### config.mk
export PLATFORM = sky130hd
export DESIGN_NAME = at_line_framer_with_length_payload
export DESIGN_NICKNAME = d
export VERILOG_FILES = /design/src/rtl/atlf_pkg.sv /design/src/rtl/atlf_core.sv /design/src/rtl/at_line_framer_with_length_payload.sv
export SDC_FILE = /design/constraint.sdc
export NUM_CORES = 1
export LEC_CHECK = 0
export BUFFER_PORTS_ARGS = -buffer_cell sky130_fd_sc_hd__buf_2
export CORE_UTILIZATION = 63
export CTS_BUF_LIST = sky130_fd_sc_hd__clkbuf_8
export CTS_CLUSTER_DIAMETER = 60
export DETAILED_ROUTE_END_ITERATION = 6
export HOLD_SLACK_MARGIN = 0.15
export PLACE_DENSITY = 0.9
export SYNTH_ARGS = -nofsm -noshare
export SYNTH_HDL_FRONTEND = slang
export SYNTH_HIERARCHICAL = 1
export SYNTH_SLANG_ARGS = --single-unit
### constraint.sdc
create_clock -name clk -period 6.6 [get_ports clk]
set_input_delay 0.66 -clock clk [delete_from_list [all_inputs] [get_ports clk]]
set_output_delay 0.66 -clock clk [all_outputs]
set_load 0.01 [all_outputs]
### src/rtl/atlf_pkg.sv
`timescale 1ns / 1ps
// Shared types, constants and the prefix lookup for the AT line framer.
// Used by atlf_core and at_line_framer_with_length_payload; no dependencies.
package atlf_pkg;

  localparam int RX_BUF_SIZE = 256;
  localparam int LC_W        = $clog2(RX_BUF_SIZE);
  localparam int PREFIX_LEN  = 12;

  localparam logic [7:0]  CHAR_CR    = 8'h0D;
  localparam logic [7:0]  CHAR_LF    = 8'h0A;
  localparam logic [7:0]  CHAR_COMMA = 8'h2C;
  localparam logic [7:0]  CHAR_ZERO  = 8'h30;
  localparam logic [7:0]  CHAR_NINE  = 8'h39;
  localparam logic [15:0] NO_LENGTH  = 16'hFFFF;

  localparam logic [1:0] PH_PLAIN = 2'd0;
  localparam logic [1:0] PH_LEN   = 2'd1;
  localparam logic [1:0] PH_PAY   = 2'd2;

  typedef struct packed {
    logic [LC_W-1:0] line_count;
    logic [7:0]      previous_byte;
    logic            prefix_match;
    logic [1:0]      http_phase;
    logic [15:0]     length_value;
    logic            digits_ended;
    logic [15:0]     remaining_bytes;
    logic [7:0]      payload_index;
  } state_t;

  typedef struct packed {
    logic [7:0]  data_byte;
    logic [7:0]  position;
    logic        line_done;
    logic        dropped;
    logic        in_payload;
    logic [15:0] payload_length;
    logic [7:0]  payload_start;
  } result_t;

  localparam state_t STATE_RST = '{
    line_count:      '0,
    previous_byte:   8'h00,
    prefix_match:    1'b1,
    http_phase:      PH_PLAIN,
    length_value:    NO_LENGTH,
    digits_ended:    1'b0,
    remaining_bytes: 16'h0000,
    payload_index:   8'h00
  };

  // "+HTTPCLIENT:"
  function automatic logic [7:0] prefix_char(input logic [3:0] idx);
    logic [7:0] ch;
    case (idx)
      4'd0:    ch = 8'h2B;
      4'd1:    ch = 8'h48;
      4'd2:    ch = 8'h54;
      4'd3:    ch = 8'h54;
      4'd4:    ch = 8'h50;
      4'd5:    ch = 8'h43;
      4'd6:    ch = 8'h4C;
      4'd7:    ch = 8'h49;
      4'd8:    ch = 8'h45;
      4'd9:    ch = 8'h4E;
      4'd10:   ch = 8'h54;
      4'd11:   ch = 8'h3A;
      default: ch = 8'h00;
    endcase
    return ch;
  endfunction

endpackage

### src/rtl/atlf_core.sv
`timescale 1ns / 1ps
// Single-pass update for one received byte: next framer state and the result.
// Depends on atlf_pkg.
module atlf_core (
  input  logic [7:0]       rx_byte,
  input  atlf_pkg::state_t cur,
  output atlf_pkg::state_t nxt,
  output atlf_pkg::result_t res
);

  logic [atlf_pkg::LC_W:0] n;
  logic                    crlf;
  logic                    done;
  logic                    drop;
  logic                    counted;
  logic                    is_digit;
  logic [15:0]             len_x10;
  atlf_pkg::state_t        s;

  assign n        = {1'b0, cur.line_count} + (atlf_pkg::LC_W+1)'(1);
  assign is_digit = (rx_byte >= atlf_pkg::CHAR_ZERO) && (rx_byte <= atlf_pkg::CHAR_NINE);

  always_comb begin
    s       = cur;
    done    = 1'b0;
    drop    = 1'b0;
    crlf    = 1'b0;
    counted = 1'b0;
    len_x10 = 16'h0000;
    if (n >= (atlf_pkg::LC_W+1)'(atlf_pkg::RX_BUF_SIZE)) begin
      s.line_count    = '0;
      s.previous_byte = 8'h00;
      s.prefix_match  = 1'b1;
      drop            = 1'b1;
    end else begin
      if (cur.http_phase == atlf_pkg::PH_PAY && cur.remaining_bytes != 16'h0000) begin
        s.remaining_bytes = cur.remaining_bytes - 16'd1;
      end
      crlf = (cur.previous_byte == atlf_pkg::CHAR_CR) && (rx_byte == atlf_pkg::CHAR_LF);
      if (crlf && n == (atlf_pkg::LC_W+1)'(2)) begin
        s.line_count    = '0;
        s.previous_byte = 8'h00;
        s.prefix_match  = 1'b1;
        drop            = 1'b1;
      end else if (crlf && (s.http_phase != atlf_pkg::PH_PAY ||
                            s.remaining_bytes == 16'h0000)) begin
        done = 1'b1;
      end else begin
        s.line_count    = n[atlf_pkg::LC_W-1:0];
        s.previous_byte = rx_byte;
        if (32'(cur.line_count) < 32'(atlf_pkg::PREFIX_LEN) &&
            rx_byte != atlf_pkg::prefix_char(cur.line_count[3:0])) begin
          s.prefix_match = 1'b0;
        end
        if (32'(n) == 32'(atlf_pkg::PREFIX_LEN)) begin
          if (s.prefix_match) begin
            s.http_phase    = atlf_pkg::PH_LEN;
            s.length_value  = 16'h0000;
            s.digits_ended  = 1'b0;
            s.payload_index = 8'(atlf_pkg::PREFIX_LEN);
          end else begin
            s.http_phase = atlf_pkg::PH_PLAIN;
          end
        end
        if (s.http_phase == atlf_pkg::PH_LEN) begin
          counted = 32'(cur.line_count) >= 32'(s.payload_index);
          if (rx_byte == atlf_pkg::CHAR_COMMA) begin
            if (!counted) begin
              s.length_value = 16'h0000;
            end
            s.remaining_bytes = s.length_value;
            s.payload_index   = 8'(n);
            s.http_phase      = atlf_pkg::PH_PAY;
          end else if (counted && !s.digits_ended) begin
            if (is_digit) begin
              len_x10        = {s.length_value[12:0], 3'b000} + {s.length_value[14:0], 1'b0};
              s.length_value = len_x10 + {12'h000, rx_byte[3:0] - 4'd0};
            end else begin
              s.digits_ended = 1'b1;
            end
          end
        end
      end
    end
  end

  always_comb begin
    nxt                = done ? atlf_pkg::STATE_RST : s;
    res.data_byte      = rx_byte;
    res.position       = 8'(cur.line_count);
    res.line_done      = done;
    res.dropped        = drop;
    res.in_payload     = (s.http_phase == atlf_pkg::PH_PAY);
    res.payload_length = res.in_payload ? s.length_value : atlf_pkg::NO_LENGTH;
    res.payload_start  = res.in_payload ? s.payload_index : 8'h00;
  end

endmodule

### src/rtl/at_line_framer_with_length_payload.sv
`timescale 1ns / 1ps
// Top level of the AT line framer: input register, state, core and result register.
// Depends on atlf_pkg and atlf_core.
//
// One result per received byte, one byte per cycle sustained while out_tready is high:
// a byte is held in the input register, the state update and result are computed in a
// single pass by atlf_core, and the result register delivers it. The input side keeps
// accepting while a result waits, and stalls only when both the input and result
// registers are full. Lines end at CR LF (tlast set); overflow at RX_BUF_SIZE bytes and
// bare CR LF are flagged as dropped. Lines starting with "+HTTPCLIENT:" parse a decimal
// length up to the first comma and then hold the line open until that many payload
// bytes have passed.
module at_line_framer_with_length_payload (
  input  logic        clk,
  input  logic        rst_n,
  input  logic        in_tvalid,
  output logic        in_tready,
  input  logic [7:0]  in_tdata,   // [7:0] rx_byte
  output logic        out_tvalid,
  input  logic        out_tready,
  output logic [39:0] out_tdata,  // [7:0] data_byte, [15:8] position,
                                  // [31:16] payload_length, [39:32] payload_start
  output logic        out_tlast,  // line_done
  output logic [1:0]  out_tuser   // [0] dropped, [1] in_payload
);

  logic              in_valid_r;
  logic [7:0]        in_byte_r;
  logic              out_valid_r;
  logic              advance;
  atlf_pkg::state_t  state_r;
  atlf_pkg::state_t  state_nxt;
  atlf_pkg::result_t res_nxt;
  atlf_pkg::result_t res_r;

  assign advance   = in_valid_r && (!out_valid_r || out_tready);
  assign in_tready = !in_valid_r || advance;

  atlf_core u_core (
    .rx_byte (in_byte_r),
    .cur     (state_r),
    .nxt     (state_nxt),
    .res     (res_nxt)
  );

  always_ff @(posedge clk) begin
    if (!rst_n) begin
      in_valid_r  <= 1'b0;
      out_valid_r <= 1'b0;
      state_r     <= atlf_pkg::STATE_RST;
    end else begin
      if (in_tready) begin
        in_valid_r <= in_tvalid;
      end
      if (advance) begin
        out_valid_r <= 1'b1;
        state_r     <= state_nxt;
      end else if (out_tready) begin
        out_valid_r <= 1'b0;
      end
    end
  end

  always_ff @(posedge clk) begin
    if (in_tready && in_tvalid) begin
      in_byte_r <= in_tdata;
    end
    if (advance) begin
      res_r <= res_nxt;
    end
  end

  assign out_tvalid = out_valid_r;
  assign out_tdata  = {res_r.payload_start, res_r.payload_length, res_r.position,
                       res_r.data_byte};
  assign out_tlast  = res_r.line_done;
  assign out_tuser  = {res_r.in_payload, res_r.dropped};

  a_done_xor_drop: assert property (@(posedge clk) disable iff (!rst_n)
    out_valid_r |-> !(res_r.line_done && res_r.dropped))
    else $error("line_done and dropped set together");

  a_idle_payload_fields: assert property (@(posedge clk) disable iff (!rst_n)
    (out_valid_r && !res_r.in_payload) |->
      (res_r.payload_length == atlf_pkg::NO_LENGTH && res_r.payload_start == 8'h00))
    else $error("payload fields set outside payload");

  a_clear_after_line: assert property (@(posedge clk) disable iff (!rst_n)
    (advance && res_nxt.line_done) |=>
      (state_r.line_count == '0 && state_r.http_phase == atlf_pkg::PH_PLAIN))
    else $error("state not cleared after completed line");

  a_count_in_range: assert property (@(posedge clk) disable iff (!rst_n)
    32'(state_r.line_count) < 32'(atlf_pkg::RX_BUF_SIZE))
    else $error("line count reached buffer size");

  a_hold_on_stall: assert property (@(posedge clk) disable iff (!rst_n)
    (out_valid_r && !out_tready) |=> (out_valid_r && $stable(res_r)))
    else $error("result changed while stalled");

endmodule
After elaboration in Yosys (flattened, before gate mapping)
Memory sizes are Yosys's and may differ from the RTL's. A register that Yosys moved wholly into a read port is not among the register bits.
Cells that the tools add are included.
Operators by class
  add/subtract/negate cells: 4
  order comparisons: 5
  equality and inequality tests: 14
  mux-type cells: 43
  reductions and logical operators: 21
Operators by type and width (count)
  $mux W43: 3
  $mux W60: 2
  $mux W16: 5
  $mux W19: 4
  $mux W17: 4
  $mux W8: 8
  $mux W24: 1
  $add A16 B16 Y16: 1
  $add A16 B4 Y16: 1
  $eq A8 B4 Y1 const B: 2
  $logic_not A16 Y1: 1
  $reduce_bool A16 Y1: 1
  $sub A16 B1 Y16 const B: 1
  $mux W1: 13
  $add A8 B1 Y9 const B: 1
  $eq A9 B2 Y1 const B: 1
  $eq A9 B4 Y1 const B: 1
  $ge A9 B9 Y1 const B: 1
  $logic_and A1 B1 Y1: 9
  $eq A8 B6 Y1 const B: 1
  $ge A8 B6 Y1 const B: 1
  $ge A8 B8 Y1: 1
  $le A8 B6 Y1 const B: 1
  $lt A8 B4 Y1 const B: 1
  other kinds (13): 22
Word-level totals
  register bits: 113
  memory bits (read-only): 112
  input port bits: 12
  output and inout port bits: 45
  word-level logic and storage cells: 106
  memories: 1
Memories
  (name not given): words 16, bits a word 7, read ports 1, clocked after Yosys merged registers in 1, wr ports 0, line atlf_pkg.sv:56  | case (idx)

Depth between registers and ports, before layout
  depth after elaboration: 33
  depth in mapped cells: 26
  mapped depth without buffers: 24

Cells and area by module
The synthesis kept the hierarchy.
By module, submodules not included
  at_line_framer_with_length_payload: instances 1, cells an instance 324, area each 4061.4 sq um, sequential area each 2772.7 sq um
  atlf_core: instances 1, cells an instance 590, area each 3876.2 sq um, sequential area each 0.0 sq um

Worst setup path before layout
OpenSTA, ideal clock, no wires.
  path kind: flip-flop to flip-flop
  start point: reg state_r[54] in the netlist's numbering
  end point: reg state_r[25] in the netlist's numbering
  setup time: 0.106 ns
  arrival: 5.464 ns
  required time: 6.494 ns
  slack: 1.030 ns
  cell stages (with the launch flop): 25
  buffers on the path: 4
  clock period less this slack: 5.570 ns
  path through: dfxtp_1 -> clkbuf_1 -> inv_1 -> ha_1 -> nor2b_1 -> or3_1 -> a32o_1 -> o41ai_2 -> nand2_1 -> clkbuf_1 -> clkbuf_1 -> and2_1 -> ha_1 -> nand2b_1 -> a31oi_1 -> o21ai_0 -> o22ai_1 -> or2_2 -> clkbuf_1 -> a21oi_1 -> o311ai_2 -> a22oi_2 -> nand2_1 -> inv_1 -> o311ai_0
RTL lines
  start: declaration: line at_line_framer_with_length_payload.sv:31  | atlf_pkg::state_t state_r;
  start signal: assignment: line at_line_framer_with_length_payload.sv:50  | state_r <= atlf_pkg::STATE_RST;
  start signal: assignment: line at_line_framer_with_length_payload.sv:57  | state_r <= state_nxt;

==> flow_summary.json <==
{
  "cp_num_buf_inv": 4,
  "dr.pass1.iters": 6,
  "max_stage_delay_ns": 0.48,
  "hold_start": "in_tdata[6]",
  "synth-xor-area-share": 0.0221,
  "maxCapViolCount": 0,
  "cts_buffers": 17,
  "drive_gt1_frac": 0.145,
  "min_delay_path_depth": 1,
  "synth.avg_cell_area_um2": 8.68,
  "dp_hpwl_um": 13300,
  "setup_viol": 0,
  "post-route-period-util": 0.913,
  "synth_area_um2": 7940,
  "synth_compound_area_frac": 0.191,
  "avgRoutedWirePerCell_um": 17.8,
  "drcViolationCount": 0,
  "reg2reg_to": "state_r[40]",
  "slowest_stage": "fa_1",
  "yosys.cell_types.count": 87,
  "initial_core_util": 0.653,
  "synth.most_common_cell": "nand2_1",
  "clock_path_buffers": 2,
  "power_switching_w": 0.000497,
  "p_per_area_nw_per_um2": 197,
  "synth_flop_cell": "dfxtp_1",
  "cts_resized": 0,
  "insertion_delay_ns": 0.46,
  "hold_viol": 0,
  "io_pins": 57,
  "clockRootBuffer": "clkbuf_8",
  "path_cells": "inv_1, ha_1, or3b_2, a311oi_1, o2111ai_1, o41ai_2, nand2_1, buf_4, nand2_1, fa_1, inv_1, ha_1, a211o_1, a21oi_1, o21ai_0, a41oi_1, a21oi_1, a21o_1, a21oi_1, xnor2_1, o211ai_1, inv_1, o311ai_1",
  "cp.arrival_ns": 6.39,
  "synth_top_area_share": 0.193,
  "synthTopCellsByArea": "edfxtp_1 (19%), dfxtp_1 (16%), nand2_1 (7.6%), ha_1 (6.8%), mux2i_1 (6.2%)",
  "synth_common_cells": "nand2_1 (161), nor2_1 (64), dfxtp_1 (62)",
  "nNetsFinal": 984,
  "grt_antenna_before_repair": 0,
  "io_buffer_count": 56,
  "placed_area_um2": 8050,
  "async_reset_ff_frac": 0,
  "post_cts_buffers": 0,
  "crit_type": "flip-flop to flip-flop",
  "overflow": 0,
  "p_leak_nw": 3.32,
  "grt_pass1_vias": 6488,
  "tns_ns": 0,
  "rows": 40,
  "dieArea_um2": 13100,
  "required_ns": 6.96,
  "cp_max_fo": 23,
  "r2r_cells": 23,
  "nFillCells": 953,
  "power_switching_share": 0.299,
  "syn_inst": 914,
  "gr-usage-all-layers": 0.311,
  "grt_pass1_wl_um": 31800,
  "status": "completed",
  "pwr-share-comb": 0.170,
  "path_delay_family": "compound AO/OA/AOI/OAI gates",
  "reg2reg_slack_ns": 0.58,
  "synth_fa_ha_area_frac": 0.0728,
  "place_congestion": 0.949,
  "p_total_w": 0.00166,
  "diodes": 0,
  "ys_seq_area_frac": 0.349,
  "drt.antenna.violating_nets": 0,
  "synth_top_family_by_area": "simple AND/OR/NAND/NOR gates",
  "fin_crit_ns": 6.02,
  "cts_tree": "built",
  "clk_pin_slew_ns": 0.07,
  "r2r_start": "state_r[52]",
  "hp-class": "input pin to flip-flop",
  "area.growth.synth_to_final_pct": 6.13,
  "internal_power_w": 0.00117,
  "htreeDepth": 4,
  "synth-edff-count": 51,
  "design_area_um2": 8420,
  "routed_wl_um": 19800,
  "synth_area_leader_cell": "edfxtp_1",
  "die_width_um": 114,
  "holdBufCountCts": 0,
  "synth-seq-cells": 113,
  "drt_iter0_markers": 902,
  "tightest_slew_ns": 1.00,
  "cp-start-kind": "flip-flop",
  "slew_headroom": 0.330,
  "synth-warning-count": 6,
  "hold-path-endpoint": "in_byte_r[6]",
  "rsz0062_at_grt": "false",
  "skew_ns": 0.0122,
  "via_count": 7089,
  "vias_per_cell": 6.40,
  "report.final.slew_viol_count": 0,
  "coreArea_um2": 12200,
  "max-vdd-ir-drop_mv": 0.177,
  "synth_nets": 971,
  "synthMuxAreaShare": 0.0660,
  "clkPwrFrac": 0.365,
  "power_frac_seq": 0.465,
  "fmax_mhz": 166,
  "die_y_um": 114,
  "endpoint_kind": "flip-flop",
  "grt_max_degree": 106,
  "synth_simple_gate_area_frac": 0.219,
  "clock-sinks": 113
}
## cell type report
cell class / count / area [µm²] / area share
tap: 168 / 210 / 0.0250
inverter: 50 / 190 / 0.0226
sequential: 113 / 2770 / 0.329
timing repair buffer: 64 / 340 / 0.0404
clock inverter: 15 / 138 / 0.0163
multi-input combinational: 681 / 4540 / 0.539
clock buffer: 17 / 234 / 0.0278
## sequential cells by signal (all words and copies together) (netlist names)
name / flops
state_r: 60
out_tdata: 40
in_byte_r: 8
out_tuser: 2
in_valid_r: 1
out_tlast: 1
out_tvalid: 1
## how the worst max path moves through the flow
stage | startpoint | to | slack (ns) | cells past startpoint
floorplan | state_r[54] | state_r[25] | 1.03 | 24
global placement | state_r[52] | state_r[40] | 1.04 | 23
detailed placement | state_r[52] | state_r[40] | 0.88 | 23
CTS | state_r[52] | state_r[40] | 0.72 | 23
global route | state_r[52] | state_r[40] | 0.16 | 23
finish | state_r[52] | state_r[40] | 0.58 | 23
## layer usage
layer	vias up	global-route usage	wire length (µm)	share of wire
met2	417	0.494	8980	0.45
met5	-	0	0	0
met3	76	0.0720	1960	0.099
li1	3318	-	-	-
met4	0	0.140	663	0.034
met1	3278	0.405	8150	0.41
## cells by family after synthesis
| kind of cell | Yosys count |
|---|---|
| and+or+nand+nor | 361 |
| muxes | 52 |
| xor gates and xnor gates | 20 |
| DFF | 113 |
| AOI/OAI and AO/OA | 203 |
| buffers and inverters | 120 |
| adders and majority gates | 45 |
## metrics by stage
| stage | utilization | std cells | hold WS, ns | setup slack [ns] |
|---|---|---|---|---|
| finish | 0.693 | 1108 | 0.376 | 0.576 |
| detailed placement | 0.662 | 1076 | 0.443 | 0.882 |
| floorplan | - | 914 | 0.430 | 1.03 |
| CTS | 0.693 | 1108 | 0.358 | 0.724 |
| global placement | 0.662 | 1076 | 0.442 | 1.04 |
| global route | 0.693 | 1108 | 0.362 | 0.158 |
## cell usage in the layout (no fill, tap or decap), types with 17 or more instances in the layout
master	n
a21oi_1	33
nor2_1	64
edfxtp_1	51
nand2_1	161
nor3_1	23
o21ai_0	50
dfxtp_1	62
mux2i_1	49
ha_1	43
buf_2	56
inv_1	47
and2_1	20
clkbuf_8	17
## worst register-to-register path: stages, from the launching register on
cell	delay, ns
dfxtp_1	0.42
inv_1	0.21
ha_1	0.29
or3b_2	0.46
a311oi_1	0.27
o2111ai_1	0.17
o41ai_2	0.40
nand2_1	0.29
buf_4	0.32
nand2_1	0.16
fa_1	0.48
inv_1	0.10
ha_1	0.24
a211o_1	0.31
a21oi_1	0.17
o21ai_0	0.17
a41oi_1	0.32
a21oi_1	0.18
a21o_1	0.23
a21oi_1	0.18
xnor2_1	0.08
o211ai_1	0.16
inv_1	0.06
o311ai_1	0.26
## power groups by stage
stage | Clock, W | Sequential (W) | Combinational [W]
2_1_floorplan | 0 | 0.000783 | 0.000222
3_3_place_gp | 0 | 0.000786 | 0.000258
3_5_place_dp | 0 | 0.000787 | 0.000269
4_1_cts | 0.000616 | 0.000772 | 0.000276
5_1_grt | 0.000652 | 0.000774 | 0.000309
6_report | 0.000607 | 0.000773 | 0.000283
Note: power is estimated with default switching activity, not from simulation.
